===== config.mk =====
export PLATFORM = sky130hd
export DESIGN_NAME = rdtl_ctrl
export DESIGN_NICKNAME = d
export VERILOG_FILES = /design/src/sv/rdtl_pkg.sv /design/src/sv/rdtl_ctrl.sv
export SDC_FILE = /design/constraint.sdc
export NUM_CORES = 1
export LEC_CHECK = 0
export ABC_AREA = 1
export BUFFER_PORTS_ARGS = -buffer_cell sky130_fd_sc_hd__buf_2
export CORE_AREA = 4 4 41 43
export DETAILED_ROUTE_END_ITERATION = 16
export DIE_AREA = 0 0 45 47
export SLEW_MARGIN = 5
export SYNTH_ARGS = -nofsm -noshare
export SYNTH_HDL_FRONTEND = slang
export SYNTH_SLANG_ARGS = --single-unit
export TNS_END_PERCENT = 10

===== constraint.sdc =====
create_clock -name i_clk -period 1.1 [get_ports i_clk]
set_input_delay 0.165 -clock i_clk [delete_from_list [all_inputs] [get_ports i_clk]]
set_output_delay 0.165 -clock i_clk [all_outputs]
set_load 0.1 [all_outputs]

===== src/sv/rdtl_pkg.sv =====
// Shared types and constants of the range DFA transition lookup block.
// Used by the controller, the datapath and the top level; depends on nothing.
package rdtl_pkg;

    localparam int ACT_W   = 2;
    localparam int ENTRY_W = 12;
    localparam int STATE_W = 11;
    localparam int SYM_W   = 8;
    localparam int TGT_W   = 10;
    localparam int OFS_W   = 13;

    typedef enum logic [ACT_W-1:0] {
        ACT_WRITE_RANGE  = 2'd0,
        ACT_WRITE_OFFSET = 2'd1,
        ACT_LOOKUP       = 2'd2
    } t_action;

    typedef enum logic [2:0] {
        ST_IDLE,
        ST_OFF_LO,
        ST_OFF_HI,
        ST_SETUP,
        ST_SEARCH,
        ST_FINISH
    } t_state;

    // Commands from the controller to the datapath.
    typedef struct packed {
        logic take;
        logic ld_start;
        logic ld_range;
        logic setup;
        logic step;
        logic finish;
        logic sink_now;
    } t_dp_cmd;

    // Status from the datapath to the controller.
    typedef struct packed {
        logic is_lookup;
        logic st_bad;
        logic empty;
        logic last;
    } t_dp_status;

endpackage


===== src/sv/rdtl_ctrl.sv =====
// Controller state machine of the range DFA transition lookup block.
// Depends on rdtl_pkg; drives the datapath through t_dp_cmd.
module rdtl_ctrl import rdtl_pkg::*; (
    input  logic       i_clk,
    input  logic       i_rst_n,
    input  logic       i_start,
    input  t_dp_status i_status,
    output logic       o_busy,
    output t_dp_cmd    o_cmd
);

    t_state r_state;
    t_state n_state;
    logic   take;

    assign o_busy = (r_state != ST_IDLE);
    assign take   = i_start && !o_busy;

    always_ff @(posedge i_clk) begin
        if (!i_rst_n) begin
            r_state <= ST_IDLE;
        end else begin
            r_state <= n_state;
        end
    end

    always_comb begin
        n_state = r_state;
        case (r_state)
            ST_IDLE: begin
                if (take && i_status.is_lookup && !i_status.st_bad) begin
                    n_state = ST_OFF_LO;
                end
            end
            ST_OFF_LO: begin
                n_state = ST_OFF_HI;
            end
            ST_OFF_HI: begin
                n_state = i_status.empty ? ST_IDLE : ST_SETUP;
            end
            ST_SETUP: begin
                n_state = ST_SEARCH;
            end
            ST_SEARCH: begin
                if (i_status.last) begin
                    n_state = ST_FINISH;
                end
            end
            ST_FINISH: begin
                n_state = ST_IDLE;
            end
            default: begin
                n_state = ST_IDLE;
            end
        endcase
    end

    always_comb begin
        o_cmd      = '0;
        o_cmd.take = take;
        case (r_state)
            ST_IDLE: begin
                o_cmd.sink_now = take && i_status.is_lookup && i_status.st_bad;
            end
            ST_OFF_LO: begin
                o_cmd.ld_start = 1'b1;
            end
            ST_OFF_HI: begin
                o_cmd.ld_range = !i_status.empty;
                o_cmd.sink_now = i_status.empty;
            end
            ST_SETUP: begin
                o_cmd.setup = 1'b1;
            end
            ST_SEARCH: begin
                o_cmd.step = 1'b1;
            end
            ST_FINISH: begin
                o_cmd.finish = 1'b1;
            end
            default: begin
                o_cmd.take = take;
            end
        endcase
    end

endmodule


# Word level (Yosys, flattened, before mapping)
# Cells that the tools add are included.
# op_classes
eq_ne,7
muxes,10
n_reduce_logical,10
# ops
operator,n
$pmux 3 s5,1
$eq 3x2->1 const B,2
$eq 3x3->1 const B,2
$mux 3,2
$mux 1,5
$logic_and 1x1->1,4
$ne 2x2->1 const B,2
$eq 3x1->1 const B,1
$logic_not 1->1,3
$logic_not 3->1,1
$reduce_bool 3->1,1
$mux 2,1
$pmux 1 s2,1
$reduce_and 2->1,1
# word_totals
reg_bits,3
in_bits,7
out_inout_bits,8
word_cells,28

# Logic depth before layout (Yosys ltp)
# Gate-level depths: netlist (run 1).
# logic_depth
ltp_word,7
depth_mapped,7

# Worst setup path after synthesis (run 1)
# Ideal clock, no wire load.
# synth_timing
kind,reg2reg
start,reg r_state[1]
end,reg r_state[2]
arrival_time_ps,2705
setup_slack_ps,-1674
path_stages_with_launch,4
n_path_buf,0
synth_period_minus_slack_ps,2774
path_cell_list,dfxtp_1 inv_2 nor3_1 o21a_1
# synth_via
elab_chain_len,7
word_cells_on_any_way,14
classes_between,eq/ne (6); mux (1); reduce/logical (7)
# synth_lines
element,line,rtl
from (decl),rdtl_ctrl.sv:12,t_state r_state;
from (signal assigned),rdtl_ctrl.sv:23,r_state <= n_state;
$reduce_bool 3->1,rdtl_ctrl.sv:16,assign o_busy = (r_state != ST_IDLE);
$logic_not 1->1,rdtl_ctrl.sv:17,assign take = i_start && !o_busy;
$logic_and 1x1->1,rdtl_ctrl.sv:17,
$logic_and 1x1->1 (2 in series),rdtl_ctrl.sv:31,if (take && i_status.is_lookup && !i_status.st_bad) begin
$ne 2x2->1 (no source line),--,
$reduce_and 2->1 (no source line),--,
# Parallel ways exist; a longest one is shown, timed or not.
# A chain may end at the register's enable or synchronous reset.

==> run metrics, run 1 <==
Starting Density roughly 18%; peak supply drop 0.600 mV; post-synthesis instance area 230 sq um; maxcap violations 0; Worst Setup End Kind output pin; met3 WL between 15 and 20 um; root buf cell clkbuf_4; Die ar. around 2100 sq um; nets 68; total core area 1300 sq um; Placement Cell Area approximately 540 sq um; Seq/Total Area, Yosys roughly a quarter; fin worst setup slack -0.292 ns; RSZ-0062 raised after global routing true; Largest register FFs 3; fin. max-slew vios 0; largest net degree at the start of global routing 6; Final Skew around 0.0043 ns; Clock Path Buffers 2; Worst EP required 0.94 ns; Syn-to-layout area delta 151%; via count 281; Setup Viol. Count Final 8; H-tree levels 1; drt wl/cell 9.05 um; cells after synthesis 33; final worst path period share 127%; slowest stage delay, CP roughly 0.31 ns; Synth top cells by count inv_2, nand2_1, inv_1; DP Wirelength 598 um; Post-Route WL around 680 um; minimum clock period after layout 1.39 ns; Residual DRC 0; layout cells sized above 1 76.7%; Yosys top cell area share 26.1%; met1 WL approximately 250 um; CP max-delay cell dfxtp_2; Syn Nets 40; CTS tree yes; synth unique cells 15; clock sinks 3; first-pass GRT wire length 1.12 mm; Hold Path Stages 2; fmax around 0.72 GHz; count of cells along the worst register-to-register path 6; Clk pin slew, worst setup/hold paths 0.04 ns; final hold vios 0; fin area about 580 sq um; crit-path cells inv_2 -> nand2_4 -> nor2_4 -> inv_2 -> nor2_4 -> nand3_2 -> nand2_4 -> buf_12; Top Registers r_state x3; fraction of registers with async set/reset 0%; Vias/cell approximately 3.7; syn_area_per_cell about 7.0 sq um; Final ANT Viol Nets 0; std cell rows 13; Ports 15; Top reg by flops r_state; Ys Warns 0; vias in the first global route approximately 290; Fill cells 140; DR iter-0 viols 4; EDFF count, synth 0; crit path DAT around 1.2 ns; Yosys top cell by area dfxtp_1; status finished with violations; flops & latches, synth 3; Worst Setup Start Kind flop; CP Class reg2out; worst hold margin ~0.17 ns; GRT overflow 0; Worst Hold Class in2reg; Leak roughly 0.27 nW; DIE HEIGHT roughly 47 um; failing checks setup timing; pwr dens around 1500 nW/um^2; Chip Width ~45 um; ys flop type dfxtp_1; Least-Margin Pin Slew between 0.2 and 0.25 ns; antenna violations before repair 0; cts bufs inserted 3; Core Util, Final between 40% and 50%; All-Layer GR Usage under 10%; clk_lat worst skew approximately 0.23 ns; top layer in use met3; Pre-antenna DRT Iters 2; ANT cells 0; # port buffers 14; DR WL met2 a little over 400 um; Slew headroom between 80% and 90%; Max FO, Critical Path 2; ranking of synthesized cells by area dfxtp_1, nor2_4, inv_2; RD Place Congestion 0.722
-- worst max-delay path, delay by kind of cell (launching register included) --
kind,cells,cell delay [ns]
buf+inv,3,0.29
simple gates,5,0.38
flops,1,0.31
-- final cells by class --
class                      count  area [sq um]  area share, %
clock buffer                   4          26.3           4.55
inverter                       9          33.8           5.84
multi-input combinational     20           170           29.4
sequential                     3          63.8           11.0
tap                           15          18.8           3.25
timing repair buffer          24           265           45.9
-- cells in the final DEF (no fill, tap or decap), types with 2 or more instances in the layout --
master | synthesis | final
buf_4 | 1 | 10
clkbuf_4 | 0 | 3
inv_2 | 5 | 5
nand2_1 | 5 | 3
buf_12 | 0 | 8
buf_2 | 0 | 6
nand2_4 | 1 | 2
inv_1 | 4 | 4
nor2_4 | 3 | 5
o21a_1 | 2 | 2
dfxtp_2 | 0 | 3
-- logic make-up (layout without fill, tap and decap cells) --
family,after synthesis,after routing,synth area share [%]
buffers and inverters,10,37,17.9
DFF,3,3,26.1
and+or+nand+nor,16,16,44.0
AOI/OAI and AO/OA,4,4,12.0
-- report_power, final --
group / total [mW] / internal, mW / switching [mW]
Combinational: 0.524 / 0.201 / 0.323
Sequential: 0.129 / 0.121 / 0.00761
Clock: 0.196 / 0.136 / 0.0594
Total: 0.848 / 0.459 / 0.390
-- repair_timing --
action | 4_1_cts | 5_1_grt
buffers inserted | 0 | 0
hold endpoints to repair | 0 | 0
hold buffers | 0 | 0
pin swaps | 1 | 1
gates resized for setup | 4 | 1
endpoints found under the setup margin | 8 | 8
cloned | 0 | 0
-- routing by layer --
metal  vias to the layer above  global-route usage [%]
met5                         -                       0
met4                         0                    5.26
met1                       123                    7.05
met2                         4                    13.8
li1                        154                       -
met3                         0                    3.45
-- final timing paths --
path,from,endpoint,slack (ns)
max reg2reg,r_state[0]$_SDFFE_PN0P_,r_state[2]$_SDFFE_PN0P_,0.09
min,i_rst_n,r_state[2]$_SDFFE_PN0P_,0.17
max,r_state[0]$_SDFFE_PN0P_,o_cmd[0],-0.29
min reg2reg,r_state[1]$_SDFFE_PN0P_,r_state[1]$_SDFFE_PN0P_,0.69
-- metrics by stage --
| step | power, mW | setup WS [ns] | instances | TNS [ns] |
|---|---|---|---|---|
| 2_1_floorplan | 0.447 | -0.386 | 33 | -2.58 |
| 3_3_place_gp | 0.647 | -0.0657 | 71 | -0.0996 |
| 3_5_place_dp | 0.650 | -0.0867 | 71 | -0.159 |
| 4_1_cts | 0.860 | -0.308 | 75 | -1.90 |
| 5_1_grt | 0.896 | -0.367 | 75 | -2.25 |
| 6_report | 0.848 | -0.292 | 75 | -1.75 |
No activity file was read; power rests on OpenSTA's default activity.
==> run 2: changes to the inputs <==
--- a/config.mk
+++ b/config.mk
@@ -5,7 +5,6 @@
 export SDC_FILE = /design/constraint.sdc
 export NUM_CORES = 1
 export LEC_CHECK = 0
-export ABC_AREA = 1
 export BUFFER_PORTS_ARGS = -buffer_cell sky130_fd_sc_hd__buf_2
 export CORE_AREA = 4 4 41 43
 export DETAILED_ROUTE_END_ITERATION = 16
==> run 2 against run 1 <==
  * The flow still finishes with violations (setup timing)
  * Utilization grew 0.87 points
  * Non-clock buffer count shrank 2
  * Largest cell class unchanged
  * Highest routed layer is now met4
  * Synthesized cell count shrank 21%
  * First-iteration DRC count shrank 50%
  * Via count grew 3.2%
  * Synthesized area shrank 14%
==> run metrics, run 2 <==
Top Registers r_state x3; RD Place Congestion approximately 0.8; CTS tree yes; DP Wirelength 563 um; antenna violations before repair 0; CTS Hold Bufs 0; dpl cells 62; Clk pin slew, worst setup/hold paths about 0.040 ns; post-synthesis instance area 199 sq um; most common cell in the synthesized netlist dfxtp_1; Starting Density about 15%; Pre-antenna DRT Iters 3; Die ar. about 2100 sq um; Yosys top cell area share about 30%; hold path startpoint i_rst_n; reg2reg end r_state[1]$_SDFFE_PN0P_; Placement Cell Area 513 sq um; CP Class reg2out; All-Layer GR Usage a little under a tenth; nets 59; crit path DAT ~1.3 ns; met1 WL roughly 270 um; Largest register FFs 3; pwr dens between 800 and 900 nW/um^2; Leak ~0.25 nW; leading cell type in the layout, fill and taps excluded buf_12; final worst path period share 130%; clk_lat worst skew 0.24 ns; layout cells sized above 1 between 70% and 80%; Hold Path Stages 2; Residual DRC 0; DIE HEIGHT around 47 um; Chip Width roughly 45 um; peak supply drop between 0.3 and 0.4 mV; RSZ-0062 raised after global routing true; final hold vios 0; ys flop type dfxtp_1; EDFF count, synth 0; Hold Path Sink r_state[2]$_SDFFE_PN0P_; Max FO, Critical Path 3; DR WL met2 between 400 and 500 um; Post-Route WL approximately 760 um; fin worst setup slack -0.329 ns; Syn Nets 33; largest net degree at the start of global routing 8; top layer in use met4; syn_area_per_cell ~7.7 sq um; Vias/cell roughly 4.4; # port buffers 14; Top reg by flops r_state; Final ANT Viol Nets 0; fin. max-slew vios 0; Worst Hold Class in2reg; clock sinks 3; Worst Setup End Kind output pin; met3 WL approximately 38 um; cts bufs inserted 3; failing checks setup timing; std cell rows 13; total core area about 1300 sq um; setup_tns -2.03 ns; ranking of synthesized cells by area dfxtp_1, and3_1, nand2b_1; minimum clock period after layout between 1 and 1.5 ns; synth unique cells 19; Clock Path Buffers 2; Setup Viol. Count Final 8; fin area between 500 and 600 sq um; drt wl/cell about 12 um; root buf cell clkbuf_4; Slew headroom 85.0%; first-pass GRT wire length around 1.3 mm; flop2flop setup slack approximately 0.06 ns; flops & latches, synth 3; maxcap violations 0; Final Skew about 0.00029 ns; Ports 15; Ys Warns 0; fmax ~0.7 GHz; Post-CTS Setup Repair Bufs 0; fin cells 66; commonest cells after routing, fill and taps aside buf_12, buf_2, buf_4; DR iter-0 viols 2; Seq/Total Area, Yosys between 30% and 40%; cells after synthesis 26; Syn-to-layout area delta 196%; fraction of registers with async set/reset 0%; status finished with violations; Worst EP required around 0.94 ns; via count between 200 and 300; Worst Setup Start Kind flop; Yosys top cell by area dfxtp_1; Least-Margin Pin Slew approximately 0.22 ns; vias in the first global route 332; ANT cells 0; count of cells along the worst register-to-register path 5; GRT overflow 0; H-tree levels 1; RR Startpoint r_state[1]$_SDFFE_PN0P_
[run 2: cells by family (layout without fill, tap and decap cells)]
kind of cell | count (synthesis) | after routing | share of synthesized area (%)
AND/OR/NAND/NOR | 14 | 14 | 43.4
AO/OA/AOI/OAI | 5 | 5 | 17.0
buffers and inverters | 4 | 29 | 9.43
flip-flops | 3 | 3 | 30.2
[run 2: layout make-up]
type,instances,area (sq um)
well taps,15,18.8
multi-input cells,19,198
inverters,3,18.8
repair buffers,22,262
flip-flops and latches,3,66.3
clock buffers,4,26.3
fillers,127,712
[run 2: repair_timing]
| item | 4_1_cts | 5_1_grt |
|---|---|---|
| endpoints found under the setup margin | 10 | 8 |
| pin swaps | 3 | 0 |
| gates resized for setup | 14 | 0 |
| gates cloned | 0 | 0 |
[run 2: per-layer routing]
layer,global-route usage (%),vias to the layer above
met5,0,-
met4,10.5,0
met3,3.83,2
met2,14.1,8
met1,8.86,139
li1,-,141
[run 2: power breakdown]
group,leakage [nW],switching [mW],internal [mW]
logic,0.206,0.114,0.0786
clock network,0.0150,0.0700,0.137
registers,0.0260,0.00528,0.111
total,0.247,0.189,0.326
[run 2: critical path, cell delays in order (launching register included)]
cell	delay (ns)
dfxtp_2	0.32
or3_4	0.41
nor2_4	0.11
buf_12	0.18
[run 2: how the worst max path moves through the flow]
stage | start | end | slack (ns) | cells after the start
2_1_floorplan | r_state[1]$_SDFFE_PN0P_ | o_cmd[0] | -0.55 | 2
3_3_place_gp | r_state[0]$_SDFFE_PN0P_ | o_cmd[6] | -0.11 | 3
3_5_place_dp | r_state[1]$_SDFFE_PN0P_ | o_cmd[0] | -0.11 | 3
4_1_cts | r_state[1]$_SDFFE_PN0P_ | o_cmd[0] | -0.34 | 3
5_1_grt | r_state[1]$_SDFFE_PN0P_ | o_cmd[0] | -0.39 | 4
6_report | r_state[1]$_SDFFE_PN0P_ | o_cmd[6] | -0.33 | 3
[run 2: stage by stage]
step	utilization (%)	power [mW]	hold WS (ns)	setup slack (ns)
finish	45.3	0.516	0.169	-0.329
global route	45.3	0.556	0.162	-0.394
CTS	45.3	0.522	0.158	-0.335
detailed placement	39.4	0.300	0.407	-0.108
global placement	39.4	0.299	0.401	-0.111
floorplan	-	0.228	0.283	-0.551
